**src/sv/sui_pkg.sv**
```systemverilog
// shared constants and types for the set union / intersection block
package sui_pkg;

   localparam int unsigned DEPTH  = 16;
   localparam int unsigned IDX_W  = (DEPTH > 1) ? $clog2(DEPTH) : 1;
   localparam int unsigned CNT_W  = $clog2(DEPTH + 1);
   localparam int unsigned DATA_W = 32;
   localparam int unsigned CMD_W  = 3;

   localparam logic [CNT_W-1:0] DEPTH_CNT = CNT_W'(DEPTH);

   localparam logic [CMD_W-1:0] CMD_LOAD_A = 3'd0;
   localparam logic [CMD_W-1:0] CMD_LOAD_B = 3'd1;
   localparam logic [CMD_W-1:0] CMD_UNION  = 3'd2;
   localparam logic [CMD_W-1:0] CMD_INTER  = 3'd3;
   localparam logic [CMD_W-1:0] CMD_CLEAR  = 3'd4;

   localparam int unsigned QUEUE_DEPTH = 4;
   localparam int unsigned QPTR_W      = $clog2(QUEUE_DEPTH);
   localparam int unsigned QCNT_W      = $clog2(QUEUE_DEPTH + 1);

   typedef struct packed {
      logic [CMD_W-1:0]         cmd;
      logic signed [DATA_W-1:0] value;
   } op_type;

endpackage

```
**src/sv/sui_if.sv**
```systemverilog
// request and response channel interfaces
interface sui_req_if;
   logic                              valid;
   logic                              ready;
   logic [sui_pkg::CMD_W-1:0]         cmd;
   logic signed [sui_pkg::DATA_W-1:0] value;

   modport source (output valid, cmd, value, input ready);
   modport sink (input valid, cmd, value, output ready);
endinterface

interface sui_rsp_if;
   logic                              valid;
   logic                              ready;
   logic signed [sui_pkg::DATA_W-1:0] value_out;
   logic                              which_result;
   logic                              last;
   logic                              empty_res;
   logic                              overflow;

   modport source (output valid, value_out, which_result, last, empty_res, overflow,
                   input ready);
   modport sink (input valid, value_out, which_result, last, empty_res, overflow,
                 output ready);
endinterface

```
**src/sv/sui_front.sv**
```systemverilog
// front end: accepts request words and drops unused command codes
module sui_front (
   sui_req_if.sink          req_if,
   output logic             push_valid,
   input  logic             push_ready,
   output sui_pkg::op_type  push_op
);

   logic legal;

   // codes above clear mean nothing and are swallowed here
   assign legal         = (req_if.cmd <= sui_pkg::CMD_CLEAR);
   assign req_if.ready  = push_ready;
   assign push_valid    = req_if.valid && legal;
   assign push_op.cmd   = req_if.cmd;
   assign push_op.value = req_if.value;

endmodule

```
**src/sv/sui_queue.sv**
```systemverilog
// small command queue between front and back
module sui_queue (
   input  logic            clock,
   input  logic            reset,
   input  logic            push_valid,
   output logic            push_ready,
   input  sui_pkg::op_type push_op,
   output logic            pop_valid,
   input  logic            pop_ready,
   output sui_pkg::op_type pop_op
);

   sui_pkg::op_type                 slot_ff [sui_pkg::QUEUE_DEPTH];
   logic [sui_pkg::QPTR_W-1:0]      wr_ptr_ff, wr_ptr_in;
   logic [sui_pkg::QPTR_W-1:0]      rd_ptr_ff, rd_ptr_in;
   logic [sui_pkg::QCNT_W-1:0]      count_ff, count_in;
   logic                            do_push, do_pop;

   assign push_ready = (count_ff != sui_pkg::QCNT_W'(sui_pkg::QUEUE_DEPTH));
   assign pop_valid  = (count_ff != '0);
   assign pop_op     = slot_ff[rd_ptr_ff];
   assign do_push    = push_valid && push_ready;
   assign do_pop     = pop_valid && pop_ready;

   always_comb begin
      wr_ptr_in = do_push ? wr_ptr_ff + sui_pkg::QPTR_W'(1) : wr_ptr_ff;
      rd_ptr_in = do_pop ? rd_ptr_ff + sui_pkg::QPTR_W'(1) : rd_ptr_ff;
      count_in  = count_ff;
      if (do_push && !do_pop) begin
         count_in = count_ff + sui_pkg::QCNT_W'(1);
      end else if (!do_push && do_pop) begin
         count_in = count_ff - sui_pkg::QCNT_W'(1);
      end
   end

   always_ff @(posedge clock) begin
      if (reset) begin
         wr_ptr_ff <= '0;
         rd_ptr_ff <= '0;
         count_ff  <= '0;
      end else begin
         wr_ptr_ff <= wr_ptr_in;
         rd_ptr_ff <= rd_ptr_in;
         count_ff  <= count_in;
      end
   end

   always_ff @(posedge clock) begin
      if (do_push) begin
         slot_ff[wr_ptr_ff] <= push_op;
      end
   end

endmodule

```
**src/sv/sui_back.sv**
```systemverilog
// back end: list storage, union and intersection scans, response register
module sui_back (
   input  logic            clock,
   input  logic            reset,
   input  logic            pop_valid,
   output logic            pop_ready,
   input  sui_pkg::op_type pop_op,
   sui_rsp_if.source       rsp_if
);

   localparam logic [2:0] ST_IDLE  = 3'd0;
   localparam logic [2:0] ST_USCAN = 3'd1;
   localparam logic [2:0] ST_IOUT  = 3'd2;
   localparam logic [2:0] ST_IIN   = 3'd3;
   localparam logic [2:0] ST_FIN   = 3'd4;

   localparam int unsigned CW = sui_pkg::CNT_W;
   localparam int unsigned IW = sui_pkg::IDX_W;
   localparam int unsigned DW = sui_pkg::DATA_W;

   logic signed [DW-1:0] mem_a [sui_pkg::DEPTH];
   logic signed [DW-1:0] mem_b [sui_pkg::DEPTH];
   logic signed [DW-1:0] rd_a_ff, rd_b_ff;
   logic [IW-1:0]        addr_a, addr_b;
   logic                 wr_a, wr_b;

   logic [2:0]           state_ff, state_in;
   logic [CW-1:0]        cnt_a_ff, cnt_a_in, cnt_b_ff, cnt_b_in;
   logic                 flag_ff, flag_in;
   logic [CW-1:0]        i_ff, i_in, j_ff, j_in, rv_idx_ff, rv_idx_in;
   logic                 rv_ff, rv_in;
   logic                 inter_ff, inter_in, swap_ff, swap_in;
   logic                 have_prev_ff, have_prev_in;
   logic signed [DW-1:0] prev_ff, prev_in, best_ff, best_in;
   logic                 found_ff, found_in, hit_ff, hit_in;
   logic                 pend_ff, pend_in;
   logic signed [DW-1:0] pend_val_ff, pend_val_in;

   logic                 rsp_valid_ff;
   logic signed [DW-1:0] rsp_val_ff;
   logic                 rsp_last_ff, rsp_empty_ff, rsp_which_ff, rsp_ovf_ff;
   logic                 out_load, out_last, out_empty, out_free;
   logic signed [DW-1:0] out_val;

   logic                 a_ok, b_ok, c_ok, issuing;
   logic signed [DW-1:0] cand;
   logic [CW-1:0]        scan_cnt, probe_cnt;
   logic signed [DW-1:0] rd_scan, rd_probe;
   logic                 take_ok;

   assign out_free  = !rsp_valid_ff || rsp_if.ready;
   assign pop_ready = (state_ff == ST_IDLE);

   assign scan_cnt  = swap_ff ? cnt_b_ff : cnt_a_ff;
   assign probe_cnt = swap_ff ? cnt_a_ff : cnt_b_ff;
   assign rd_scan   = swap_ff ? rd_b_ff : rd_a_ff;
   assign rd_probe  = swap_ff ? rd_a_ff : rd_b_ff;

   // scan side reads at the outer index, everything else at the inner one
   assign addr_a = (inter_ff && !swap_ff) ? i_ff[IW-1:0] : j_ff[IW-1:0];
   assign addr_b = (inter_ff && swap_ff) ? i_ff[IW-1:0] : j_ff[IW-1:0];

   assign wr_a = (state_ff == ST_IDLE) && pop_valid && (pop_op.cmd == sui_pkg::CMD_LOAD_A)
                 && (cnt_a_ff < sui_pkg::DEPTH_CNT);
   assign wr_b = (state_ff == ST_IDLE) && pop_valid && (pop_op.cmd == sui_pkg::CMD_LOAD_B)
                 && (cnt_b_ff < sui_pkg::DEPTH_CNT);

   // union candidates: smallest stored value above the last one emitted
   always_comb begin
      a_ok = rv_ff && (rv_idx_ff < cnt_a_ff) && (!have_prev_ff || (rd_a_ff > prev_ff));
      b_ok = rv_ff && (rv_idx_ff < cnt_b_ff) && (!have_prev_ff || (rd_b_ff > prev_ff));
      c_ok = a_ok || b_ok;
      if (a_ok && b_ok) begin
         cand = (rd_b_ff < rd_a_ff) ? rd_b_ff : rd_a_ff;
      end else if (b_ok) begin
         cand = rd_b_ff;
      end else begin
         cand = rd_a_ff;
      end
   end

   always_comb begin
      state_in     = state_ff;
      cnt_a_in     = cnt_a_ff;
      cnt_b_in     = cnt_b_ff;
      flag_in      = flag_ff;
      i_in         = i_ff;
      j_in         = j_ff;
      rv_in        = 1'b0;
      rv_idx_in    = j_ff;
      inter_in     = inter_ff;
      swap_in      = swap_ff;
      have_prev_in = have_prev_ff;
      prev_in      = prev_ff;
      best_in      = best_ff;
      found_in     = found_ff;
      hit_in       = hit_ff;
      pend_in      = pend_ff;
      pend_val_in  = pend_val_ff;
      out_load     = 1'b0;
      out_val      = pend_val_ff;
      out_last     = 1'b0;
      out_empty    = 1'b0;
      issuing      = 1'b0;
      // a held item goes out only once the next one is known
      take_ok      = !pend_ff || out_free;

      case (state_ff)
         ST_IDLE: begin
            if (pop_valid) begin
               case (pop_op.cmd)
                  sui_pkg::CMD_LOAD_A: begin
                     if (cnt_a_ff < sui_pkg::DEPTH_CNT) begin
                        cnt_a_in = cnt_a_ff + CW'(1);
                     end else begin
                        flag_in = 1'b1;
                     end
                  end
                  sui_pkg::CMD_LOAD_B: begin
                     if (cnt_b_ff < sui_pkg::DEPTH_CNT) begin
                        cnt_b_in = cnt_b_ff + CW'(1);
                     end else begin
                        flag_in = 1'b1;
                     end
                  end
                  sui_pkg::CMD_UNION: begin
                     inter_in     = 1'b0;
                     swap_in      = 1'b0;
                     j_in         = '0;
                     found_in     = 1'b0;
                     have_prev_in = 1'b0;
                     pend_in      = 1'b0;
                     state_in     = ST_USCAN;
                  end
                  sui_pkg::CMD_INTER: begin
                     inter_in = 1'b1;
                     swap_in  = (cnt_b_ff > cnt_a_ff);
                     i_in     = '0;
                     pend_in  = 1'b0;
                     state_in = ST_IOUT;
                  end
                  sui_pkg::CMD_CLEAR: begin
                     cnt_a_in = '0;
                     cnt_b_in = '0;
                  end
                  default: begin
                  end
               endcase
            end
         end

         ST_USCAN: begin
            issuing = (j_ff < sui_pkg::DEPTH_CNT);
            if (issuing) begin
               j_in  = j_ff + CW'(1);
               rv_in = 1'b1;
            end
            if (c_ok && (!found_ff || (cand < best_ff))) begin
               best_in  = cand;
               found_in = 1'b1;
            end
            if (!issuing && !rv_ff) begin
               if (!found_ff) begin
                  state_in = ST_FIN;
               end else if (take_ok) begin
                  out_load     = pend_ff;
                  pend_in      = 1'b1;
                  pend_val_in  = best_ff;
                  prev_in      = best_ff;
                  have_prev_in = 1'b1;
                  found_in     = 1'b0;
                  j_in         = '0;
                  rv_in        = 1'b0;
               end
            end
         end

         ST_IOUT: begin
            if (i_ff == scan_cnt) begin
               state_in = ST_FIN;
            end else begin
               j_in     = '0;
               hit_in   = 1'b0;
               state_in = ST_IIN;
            end
         end

         ST_IIN: begin
            issuing = (j_ff < probe_cnt);
            if (issuing) begin
               j_in  = j_ff + CW'(1);
               rv_in = 1'b1;
            end
            if (rv_ff && (rd_probe == rd_scan)) begin
               hit_in = 1'b1;
            end
            if (!issuing && !rv_ff) begin
               if (!hit_ff) begin
                  i_in     = i_ff + CW'(1);
                  state_in = ST_IOUT;
               end else if (take_ok) begin
                  out_load    = pend_ff;
                  pend_in     = 1'b1;
                  pend_val_in = rd_scan;
                  i_in        = i_ff + CW'(1);
                  state_in    = ST_IOUT;
               end
            end
         end

         ST_FIN: begin
            if (out_free) begin
               out_load  = 1'b1;
               out_last  = 1'b1;
               out_empty = !pend_ff;
               out_val   = pend_ff ? pend_val_ff : '0;
               pend_in   = 1'b0;
               state_in  = ST_IDLE;
            end
         end

         default: begin
            state_in = ST_IDLE;
         end
      endcase
   end

   always_ff @(posedge clock) begin
      if (wr_a) begin
         mem_a[cnt_a_ff[IW-1:0]] <= pop_op.value;
      end
      rd_a_ff <= mem_a[addr_a];
   end

   always_ff @(posedge clock) begin
      if (wr_b) begin
         mem_b[cnt_b_ff[IW-1:0]] <= pop_op.value;
      end
      rd_b_ff <= mem_b[addr_b];
   end

   always_ff @(posedge clock) begin
      if (reset) begin
         state_ff     <= ST_IDLE;
         cnt_a_ff     <= '0;
         cnt_b_ff     <= '0;
         flag_ff      <= 1'b0;
         rv_ff        <= 1'b0;
         pend_ff      <= 1'b0;
         inter_ff     <= 1'b0;
         swap_ff      <= 1'b0;
         rsp_valid_ff <= 1'b0;
      end else begin
         state_ff <= state_in;
         cnt_a_ff <= cnt_a_in;
         cnt_b_ff <= cnt_b_in;
         flag_ff  <= flag_in;
         rv_ff    <= rv_in;
         pend_ff  <= pend_in;
         inter_ff <= inter_in;
         swap_ff  <= swap_in;
         if (out_load) begin
            rsp_valid_ff <= 1'b1;
         end else if (rsp_if.ready) begin
            rsp_valid_ff <= 1'b0;
         end
      end
   end

   always_ff @(posedge clock) begin
      i_ff         <= i_in;
      j_ff         <= j_in;
      rv_idx_ff    <= rv_idx_in;
      have_prev_ff <= have_prev_in;
      prev_ff      <= prev_in;
      best_ff      <= best_in;
      found_ff     <= found_in;
      hit_ff       <= hit_in;
      pend_val_ff  <= pend_val_in;
      if (out_load) begin
         rsp_val_ff   <= out_val;
         rsp_last_ff  <= out_last;
         rsp_empty_ff <= out_empty;
         rsp_which_ff <= inter_ff;
         rsp_ovf_ff   <= flag_ff;
      end
   end

   assign rsp_if.valid        = rsp_valid_ff;
   assign rsp_if.value_out    = rsp_val_ff;
   assign rsp_if.last         = rsp_last_ff;
   assign rsp_if.empty_res    = rsp_empty_ff;
   assign rsp_if.which_result = rsp_which_ff;
   assign rsp_if.overflow     = rsp_ovf_ff;

endmodule

```
**src/sv/set_union_intersection.sv**
```systemverilog
// top level of the set union / intersection block
// Load words (first or second list) and clear take one cycle each in the back end once they
// leave the four-entry command queue; a request is accepted whenever that queue has room.
// A union run repeats a scan of both lists, one entry of each per cycle through their
// registered read ports, finding the next larger value; it takes one scan per emitted
// value plus one. An intersection run reads each entry of the longer list and compares
// it against the shorter list one entry a cycle. Each response word is held back in a
// pending register until the next one is found or the run ends, so that the last word
// can be marked; an empty result gives one word with empty_res set.
module set_union_intersection (
   input  logic      clock,
   input  logic      reset,
   sui_req_if.sink   req_if,
   sui_rsp_if.source rsp_if
);

   logic            push_valid, push_ready, pop_valid, pop_ready;
   sui_pkg::op_type push_op, pop_op;

   sui_front u_front (
      .req_if     (req_if),
      .push_valid (push_valid),
      .push_ready (push_ready),
      .push_op    (push_op)
   );

   sui_queue u_queue (
      .clock      (clock),
      .reset      (reset),
      .push_valid (push_valid),
      .push_ready (push_ready),
      .push_op    (push_op),
      .pop_valid  (pop_valid),
      .pop_ready  (pop_ready),
      .pop_op     (pop_op)
   );

   sui_back u_back (
      .clock     (clock),
      .reset     (reset),
      .pop_valid (pop_valid),
      .pop_ready (pop_ready),
      .pop_op    (pop_op),
      .rsp_if    (rsp_if)
   );

endmodule

```
**src/flat_wrapper.sv**
```systemverilog
// flat-port wrapper written by rule: the top's interface ports become plain ports
module set_union_intersection_flat 
  (clock, reset, req_if_valid, req_if_cmd, req_if_value, req_if_ready, rsp_if_valid, rsp_if_value_out, rsp_if_which_result, rsp_if_last, rsp_if_empty_res, rsp_if_overflow, rsp_if_ready);
  sui_req_if req_if_i ();
  sui_rsp_if rsp_if_i ();
  input  logic clock;
  input  logic reset;
  input wire logic [$bits(req_if_i.valid)-1:0] req_if_valid;
  input wire logic [$bits(req_if_i.cmd)-1:0] req_if_cmd;
  input wire logic [$bits(req_if_i.value)-1:0] req_if_value;
  output wire logic [$bits(req_if_i.ready)-1:0] req_if_ready;
  output wire logic [$bits(rsp_if_i.valid)-1:0] rsp_if_valid;
  output wire logic [$bits(rsp_if_i.value_out)-1:0] rsp_if_value_out;
  output wire logic [$bits(rsp_if_i.which_result)-1:0] rsp_if_which_result;
  output wire logic [$bits(rsp_if_i.last)-1:0] rsp_if_last;
  output wire logic [$bits(rsp_if_i.empty_res)-1:0] rsp_if_empty_res;
  output wire logic [$bits(rsp_if_i.overflow)-1:0] rsp_if_overflow;
  input wire logic [$bits(rsp_if_i.ready)-1:0] rsp_if_ready;
  assign req_if_i.valid = req_if_valid;
  assign req_if_i.cmd = req_if_cmd;
  assign req_if_i.value = req_if_value;
  assign req_if_ready = req_if_i.ready;
  assign rsp_if_valid = rsp_if_i.valid;
  assign rsp_if_value_out = rsp_if_i.value_out;
  assign rsp_if_which_result = rsp_if_i.which_result;
  assign rsp_if_last = rsp_if_i.last;
  assign rsp_if_empty_res = rsp_if_i.empty_res;
  assign rsp_if_overflow = rsp_if_i.overflow;
  assign rsp_if_i.ready = rsp_if_ready;
  set_union_intersection u_core (.clock(clock), .reset(reset), .req_if(req_if_i), .rsp_if(rsp_if_i));
endmodule
```
**config.mk**
```make
export PLATFORM = sky130hd
export DESIGN_NAME = set_union_intersection_flat
export DESIGN_NICKNAME = d
export VERILOG_FILES = /design/src/sv/sui_pkg.sv /design/src/sv/sui_if.sv /design/src/sv/sui_front.sv /design/src/sv/sui_queue.sv /design/src/sv/sui_back.sv /design/src/sv/set_union_intersection.sv /design/src/flat_wrapper.sv
export SDC_FILE = /design/constraint.sdc
export NUM_CORES = 2
export LEC_CHECK = 0
export ABC_AREA = 1
export BUFFER_PORTS_ARGS = -buffer_cell sky130_fd_sc_hd__buf_2
export CAP_MARGIN = 5
export CORE_ASPECT_RATIO = 0.8
export CORE_MARGIN = 3
export CORE_UTILIZATION = 50
export CTS_CLUSTER_DIAMETER = 150
export DETAILED_ROUTE_END_ITERATION = 7
export MAX_ROUTING_LAYER = met4
export PLACE_DENSITY = 0.66
export SETUP_SLACK_MARGIN = 0.2
export SKIP_CTS_REPAIR_TIMING = 1
export SYNTH_ARGS = -nofsm -noshare
export SYNTH_HDL_FRONTEND = slang
export SYNTH_HIERARCHICAL = 1
export SYNTH_SLANG_ARGS = --single-unit
```
**constraint.sdc**
```tcl
create_clock -name clock -period 10.93 [get_ports clock]
set_input_delay 2.186 -clock clock [delete_from_list [all_inputs] [get_ports clock]]
set_output_delay 2.186 -clock clock [all_outputs]
set_load 0.02 [all_outputs]
```
# Yosys cells after proc, flatten, opt, wreduce, memory -nomap -nowiden
# Memory sizes are Yosys's and may differ from the RTL's. A register that Yosys moved wholly into a read port is not among the register bits.
# Index checks and enable logic that the tools add are counted.
word_totals:
  regBits: 176
  ram_bits: 1164
  elab_cells: 249
  mem_count: 3
classes:
  addsub: 8
  magnitude_cmp: 12
  eq_ne: 32
  mux: 101
  n_reduce_logical: 67
mem_list:
  columns: ["memory", "words", "width", "read_ports", "rd_ports_with_merged_regs", "write_ports", "line", "rtl"]
  rows:
  - ["u_core.u_back.mem_a", 16, 32, 1, 1, 1, "sui_back.sv:21", "logic signed [DW-1:0] mem_a [sui_pkg::DEPTH];"]
  - ["u_core.u_back.mem_b", 16, 32, 1, 1, 1, "sui_back.sv:22", "logic signed [DW-1:0] mem_b [sui_pkg::DEPTH];"]
  - ["u_core.u_queue.slot_ff", 4, 35, 1, 1, 1, "sui_queue.sv:13", "sui_pkg::op_type slot_ff [sui_pkg::QUEUE_DEPTH];"]
ops:
  columns: ["operator", "count"]
  rows:
  - ["two-way mux 32 bit", 14]
  - ["two-way mux 5 bit", 17]
  - ["> comparator 32 bit", 2]
  - ["< comparator 32 bit", 2]
  - ["one-hot mux 32 bit (2 select lines)", 1]
  - ["two-way mux 1 bit", 40]
  - ["!= test 2 bit (second input constant)", 17]
  - ["equality test 32 bit", 1]
  - ["two-way mux 3 bit", 10]
  - ["one-hot mux 5 bit (2 select lines)", 3]
  - ["adder 5 x 1 -> 5 bit (second input constant)", 4]
  - ["logical AND 1 bit", 20]
  - ["one-hot mux 5 bit (4 select lines)", 1]
  - ["nonzero test 2 bit", 10]
  - ["< comparator 5 bit", 3]
  - ["< comparator 5 bit (second input constant)", 3]
  - ["one-hot mux 3 bit (5 select lines)", 1]
  - ["AND reduction 5 bit", 3]
  - ["one-hot mux 1 bit (2 select lines)", 7]
  - ["AND reduction 7 bit", 2]
  - ["equality test 3 x 2 -> 1 bit (second input constant)", 4]
  - ["AND reduction 4 bit", 3]
  - ["zero test 1 bit", 10]
  - ["!= test 3 bit (second input constant)", 3]
  - ["other kinds (23)", 39]

# Depth between registers and ports, before layout
logic_depth:
  depth_word: 13
  mapped_depth: 38
  mapped_depth_nobuf: 37

# By module
# Netlist, hierarchy kept.
by_module_without_submodules:
  columns: ["module", "instances", "cells_per_inst", "area_per_inst_um2"]
  rows:
  - ["sui_back", 1, 4213, 52243.9]
  - ["sui_queue", 1, 406, 5645.4]
  - ["sui_front", 1, 41, 289.0]

# Worst setup path after synthesis
# OpenSTA, ideal clock, no wires.
synth_timing:
  path_type: "input to register"
  startpoint: "input port rsp_if_ready"
  endpoint: "register u_core.u_back.pend_val_ff[0], enable pin"
  setup_time_ps: 502
  t_arrival_ps: 5545
  required_ps: 10428
  slack_ps: 4883
  stages: 4
  n_path_buf: 0
  cell_sequence: "nor2_1 -> inv_1 -> nor2_1 -> nor4_1"
synth_via:
  elab_chain_len: 4
  word_cells_on_any_way: 5
synth_lines:
  columns: ["item", "line", "rtl"]
  rows:
  - ["start: declaration", "flat_wrapper.sv:18", "input wire logic [$bits(rsp_if_i.ready)-1:0] rsp_if_ready;"]
  - ["logical OR 1 bit (*)", "sui_back.sv:51", "assign out_free = !rsp_valid_ff || rsp_if.ready;"]
  - ["logical OR 1 bit (*)", "sui_back.sv:106", "take_ok = !pend_ff || out_free;"]
  - ["!= test 2 bit (no source line)", null, null]
  - ["AND reduction 7 bit (no source line) (*)", null, null]
  - ["end signal: assignment", "sui_back.sv:279", "pend_val_ff <= pend_val_in;"]
  - ["end: declaration", "sui_back.sv:37", "logic signed [DW-1:0] pend_val_ff, pend_val_in;"]
# Mark *: on every way between the ends. The rest lies on a longest branch, timed or not.
# A chain may end at the register's enable or synchronous reset.

# Final worst setup path
layout_timing:
  startpoint: "register u_core.u_back.rd_a_ff[8], read port of u_core.u_back.mem_a"
  endpoint: "register u_core.u_back.best_ff[14], enable pin"
layout_via:
  elab_chain_len: 9
  word_cells_on_any_way: 13
layout_lines:
  columns: ["item", "line", "rtl"]
  rows:
  - ["start: declaration", "sui_back.sv:23", "logic signed [DW-1:0] rd_a_ff, rd_b_ff;"]
  - ["> comparator 32 bit", "sui_back.sv:70", "a_ok = rv_ff && (rv_idx_ff < cnt_a_ff) && (!have_prev_ff || (rd_a_ff > prev_ff));"]
  - ["logical OR 1 bit", "sui_back.sv:70", null]
  - ["logical AND 1 bit", "sui_back.sv:70", null]
  - ["logical AND 1 bit", "sui_back.sv:73", "if (a_ok && b_ok) begin"]
  - ["two-way mux 32 bit (*)", "sui_back.sv:73", null]
  - ["via u_core.u_back.cand[17]", "sui_back.sv:46", "logic signed [DW-1:0] cand;"]
  - ["< comparator 32 bit (*)", "sui_back.sv:158", "if (c_ok && (!found_ff || (cand < best_ff))) begin"]
  - ["logical OR 1 bit (*)", "sui_back.sv:158", null]
  - ["logical AND 1 bit (*)", "sui_back.sv:158", null]
  - ["AND reduction 2 bit (no source line) (*)", null, null]
  - ["end signal: assignment", "sui_back.sv:276", "best_ff <= best_in;"]
  - ["end: declaration", "sui_back.sv:34", "logic signed [DW-1:0] prev_ff, prev_in, best_ff, best_in;"]
# Mark *: on every way through the listed nets, which the timed path passes. The rest lies on a longest branch.

==> flow_summary_export.csv <==
group,metric,value,unit
logic_synthesis,synth_top_area_share,67.56,%
logic_synthesis,synth-seq-area-share,70.90,%
floorplanning,core.rowCount,111,
logic_synthesis,yosys.area_share.simple,8.405,%
logic_synthesis,synth_cell_type_count,49,
placement,placed_area,60540,µm²
job,maxCapViolCount,0,
routing,antenna_left,0,
placement,numPortBuffers,76,
worst_setup_path,crit_buf_inv,5,
logic_synthesis,synthAdderAreaFrac,3.475,%
routing,viasPerCell,6.019,
worst_setup_path,worstPathMaxFanout,42,
routing,routed_wirelength,151500,µm
power_and_ir_drop,ir_drop,0.0001714,V
finish,area_growth,11.43,%
sta,finalCriticalPeriod,5.952,ns
worst_setup_path,cp_slowest_cell,"dfxtp_1",
cts,root_buffer,"clkbuf_16",
logic_synthesis,syn_area,58180,µm²
power_and_ir_drop,power.total,18510,µW
floorplanning,die_h,311.1,µm
finish,design_area,64830,µm²
worst_setup_path,crit_family,"simple AND/OR/NAND/NOR gates",
worst_setup_path,reg2reg_from,"u_core/u_back/rd_a_ff[8]$_DFF_P_",
worst_setup_path,reg2reg_to,"u_core/u_back/best_ff[14]$_DFFE_PP_",
sta,fin_skew,0.02593,ns
logic_synthesis,synth-xor-area-share,0.1355,%
worst_setup_path,crit_start,"u_core/u_back/rd_a_ff[8]$_DFF_P_",
logic_synthesis,async_reset_ff_share,0,%
finish,final_layout_size_suffix_gt1_share,9.943,%
global_routing,overflow,0,
cts,cts.sinks,1406,
sta,slew_violations,0,
worst_setup_path,rrSetupSlack,4.98,ns
routing,wire_per_inst,24.02,µm
logic_synthesis,synth_edf_count,1309,
floorplanning,num_io_pins,77,
logic_synthesis,synthFlopType,"edfxtp_1",
cts,cts_tree,"done",
worst_setup_path,crit_type,"register to register",
cts,cts_buffer_depth,3,
logic_synthesis,syn_area_per_cell,12.48,µm²
worst_setup_path,required,11.32,ns
sta,tns,0,ns
finish,final_nets,4872,
outcome,run_status,"finished clean",
worst_setup_path,cp_data_arrival_time,6.34,ns
logic_synthesis,yosys_warnings,6,
floorplanning,coreArea,115000,µm²
cts,cts_buffers,133,
routing,vias,37970,
power_and_ir_drop,cellPowerDensity,285.5,nW/µm²
logic_synthesis,synth_fp_nets,4860,
worst_setup_path,critPathCaptureType,"register",
sta,finalHoldViolations,0,
routing,drt_first_pass_iters,5,
logic_synthesis,synth_top_family_by_area,"compound AO/OA/AOI/OAI gates",
worst_setup_path,critPathCapture,"u_core/u_back/best_ff[14]$_DFFE_PP_",
logic_synthesis,yosys.area.top_type,"edfxtp_1",
global_routing,grt_usage,25.58,%
logic_synthesis,syn_inst,4660,
logic_synthesis,synth_area_leaders,"edfxtp_1 68%, o21ai_0 5.6%, nor2_1 4.9%",
routing,drt_iter0_markers,4885,
logic_synthesis,synthMostInstantiatedCell,"edfxtp_1",
sta,max_freq,0.1680,GHz
finish,fin_cells,6308,
logic_synthesis,yosys-top-cells-count,"1,309 x edfxtp_1, 765 x nor2_1, 655 x o21ai_0, 344 x nand2_1, 251 x inv_1",
routing,route.detailed.drc,0,
hold_path,worstHoldStart,"u_core/u_back/flag_ff$_SDFFE_PP0P_",
global_routing,antenna_found_initial,23,
cts,clkLatencyLatePin,0.77,ns
worst_setup_path,reg2regPathDepth,25,
global_routing,grt_pass1_wl,226200,µm
worst_setup_path,cpMostUsedCell,"nand2_1",
placement,dp_hpwl,86870,µm
floorplanning,die_area,120500,µm²
placement,dp.cells,6061,
worst_setup_path,cp.depth,25,
sta,rsz0062_at_grt,"false",
global_routing,grt_pass1_vias,35550,
worst_setup_path,max_stage_delay,0.72,ns
logic_synthesis,synth_compound_area_share,13.13,%
cts,cts_max_level,4,
sta,timing.hold.ws,0.4344,ns
worst_setup_path,crit_path_start_kind,"register",
sta,min_period_over_period,54.46,%
power_and_ir_drop,leakagePower,0.02228,µW
logic_synthesis,ys_ff_latch,1406,
logic_synthesis,yosys-mux-area-fraction,0,%
floorplanning,initial_core_util,50.59,%
cts,clk_transition_reported_paths,0.06,ns
placement,place.gp.congestion,0.9218,
global_routing,grt_max_degree,111,
floorplanning,die_x,387.4,µm
hold_path,hp-class,"register to register",
sta,tightest_slew,1.275,ns
sta,finalSetupViolCount,0,
sta,maxSlewHeadroom,15.03,%
layout make-up:
| type | count | area (µm²) |
|---|---|---|
| Sequential cell | 1406 | 41250 |
| Fill cell | 9262 | 50170 |
| Clock buffer | 175 | 3726 |
| Clock inverter | 65 | 536.8 |
| Tap cell | 1525 | 1908 |
| Inverter | 263 | 1006 |
| Antenna cell | 6 | 15.01 |
| Timing Repair Buffer | 179 | 1161 |
| Multi-Input combinational cell | 2689 | 15220 |
sequential cells by signal, indices dropped and copies added (netlist names), 2 cells and up, named ones only:
register / count
u_core/u_back/rd_b_ff: 32
u_core/u_back/cnt_b_ff: 5
u_core/u_back/i_ff: 5
u_core/u_queue/slot_ff: 140
u_core/u_back/j_ff: 5
u_core/u_queue/count_ff: 3
u_core/u_back/cnt_a_ff: 5
u_core/u_back/mem_a: 512
u_core/u_back/best_ff: 32
u_core/u_back/rsp_if.value_out: 32
u_core/u_back/rv_idx_ff: 5
u_core/u_back/mem_b: 512
u_core/u_back/state_ff: 3
u_core/u_back/prev_ff: 32
u_core/u_queue/rd_ptr_ff: 2
u_core/u_back/rd_a_ff: 32
u_core/u_queue/wr_ptr_ff: 2
u_core/u_back/pend_val_ff: 32
routing by layer:
layer | global-route usage (%) | routed length, µm | up-vias | share of wire [%]
li1 | - | - | 17190 | -
met1 | 38.49 | 68250 | 18770 | 45
met2 | 36.16 | 66170 | 1806 | 44
met3 | 4.072 | 14010 | 207 | 9.2
met4 | 7.118 | 3077 | 0 | 2.0
met5 | - | 0 | - | 0
cells by family after synthesis:
kind of cell | Yosys count
buffers and inverters | 565
xor gates and xnor gates | 9
adders and majority gates | 161
DFF | 1406
and+or+nand+nor | 1242
AOI/OAI and AO/OA | 1277
metrics by stage:
step	setup slack [ns]	util, %
floorplan	4.883	-
global placement	5.273	52.64
detailed placement	5.161	52.64
CTS	5.111	56.35
global route	4.617	56.37
finish	4.978	56.38
how the worst min path moves through the flow:
stage / end / slack, ns / depth (start not counted)
floorplan: u_core/u_back/rsp_if.overflow$_DFFE_PP_ / 0.41 / 0
global placement: u_core/u_back/rsp_if.overflow$_DFFE_PP_ / 0.43 / 0
detailed placement: u_core/u_back/prev_ff[8]$_DFFE_PP_ / 0.43 / 0
CTS: u_core/u_back/rsp_if.overflow$_DFFE_PP_ / 0.44 / 0
global route: u_core/u_back/prev_ff[25]$_DFFE_PP_ / 0.45 / 0
finish: u_core/u_back/rsp_if.overflow$_DFFE_PP_ / 0.43 / 0
worst reg2reg max path: stages (launching register included):
cell and delay [ns]:
dfxtp_1 0.72, inv_1 0.15, ha_1 0.31, nand2_1 0.05
nor3_1 0.51, nand2_1 0.11, nand2_1 0.11, nand2_1 0.07
nand2_1 0.07, nand2_1 0.06, nand2_1 0.57, clkinv_1 0.15
buf_4 0.30, a211oi_1 0.28, a21oi_1 0.09, ha_1 0.33
a21oi_1 0.17, nor2_1 0.07, a211oi_1 0.22, o221ai_1 0.22
a21oi_1 0.24, nand3_1 0.13, nand3_1 0.10, nand2_1 0.06
inv_1 0.06, buf_4 0.42
where the power goes:
part | switching, µW | leakage [µW] | internal [µW] | total [µW]
Combinational | 4970 | 0.00759 | 1690 | 6660
Sequential | 311 | 0.0126 | 7010 | 7320
Clock | 1970 | 0.00209 | 2550 | 4520
Total | 7250 | 0.0223 | 11300 | 18500
cell usage in the layout, fill, tap and decap left out, types with 3 or more instances in the layout:
cell type / count
o22ai_1: 84
clkinv_2: 24
clkinvlp_4: 3
nand3_1: 86
inv_1: 246
diode_2: 6
o21ai_1: 35
buf_2: 76
nand2_2: 3
a211oi_1: 38
nor3_1: 12
o21a_1: 4
o21ai_0: 652
bufinv_16: 6
clkinv_1: 30
nand2_1: 344
nor4_1: 3
nor2_4: 37
xor2_1: 9
inv_6: 3
o21ai_4: 9
a21o_1: 3
clkbuf_8: 7
nor3_2: 3
a31oi_1: 4
clkinv_8: 4
edfxtp_1: 1309
ha_1: 160
dfxtp_1: 95
a21oi_1: 117
inv_2: 6
o211ai_1: 110
nand4_1: 13
o221ai_1: 180
clkbuf_16: 141
nor2_1: 728
or2_2: 3
clkbuf_1: 27
buf_4: 102
o22ai_2: 32
(Power assumes the default switching activity.)
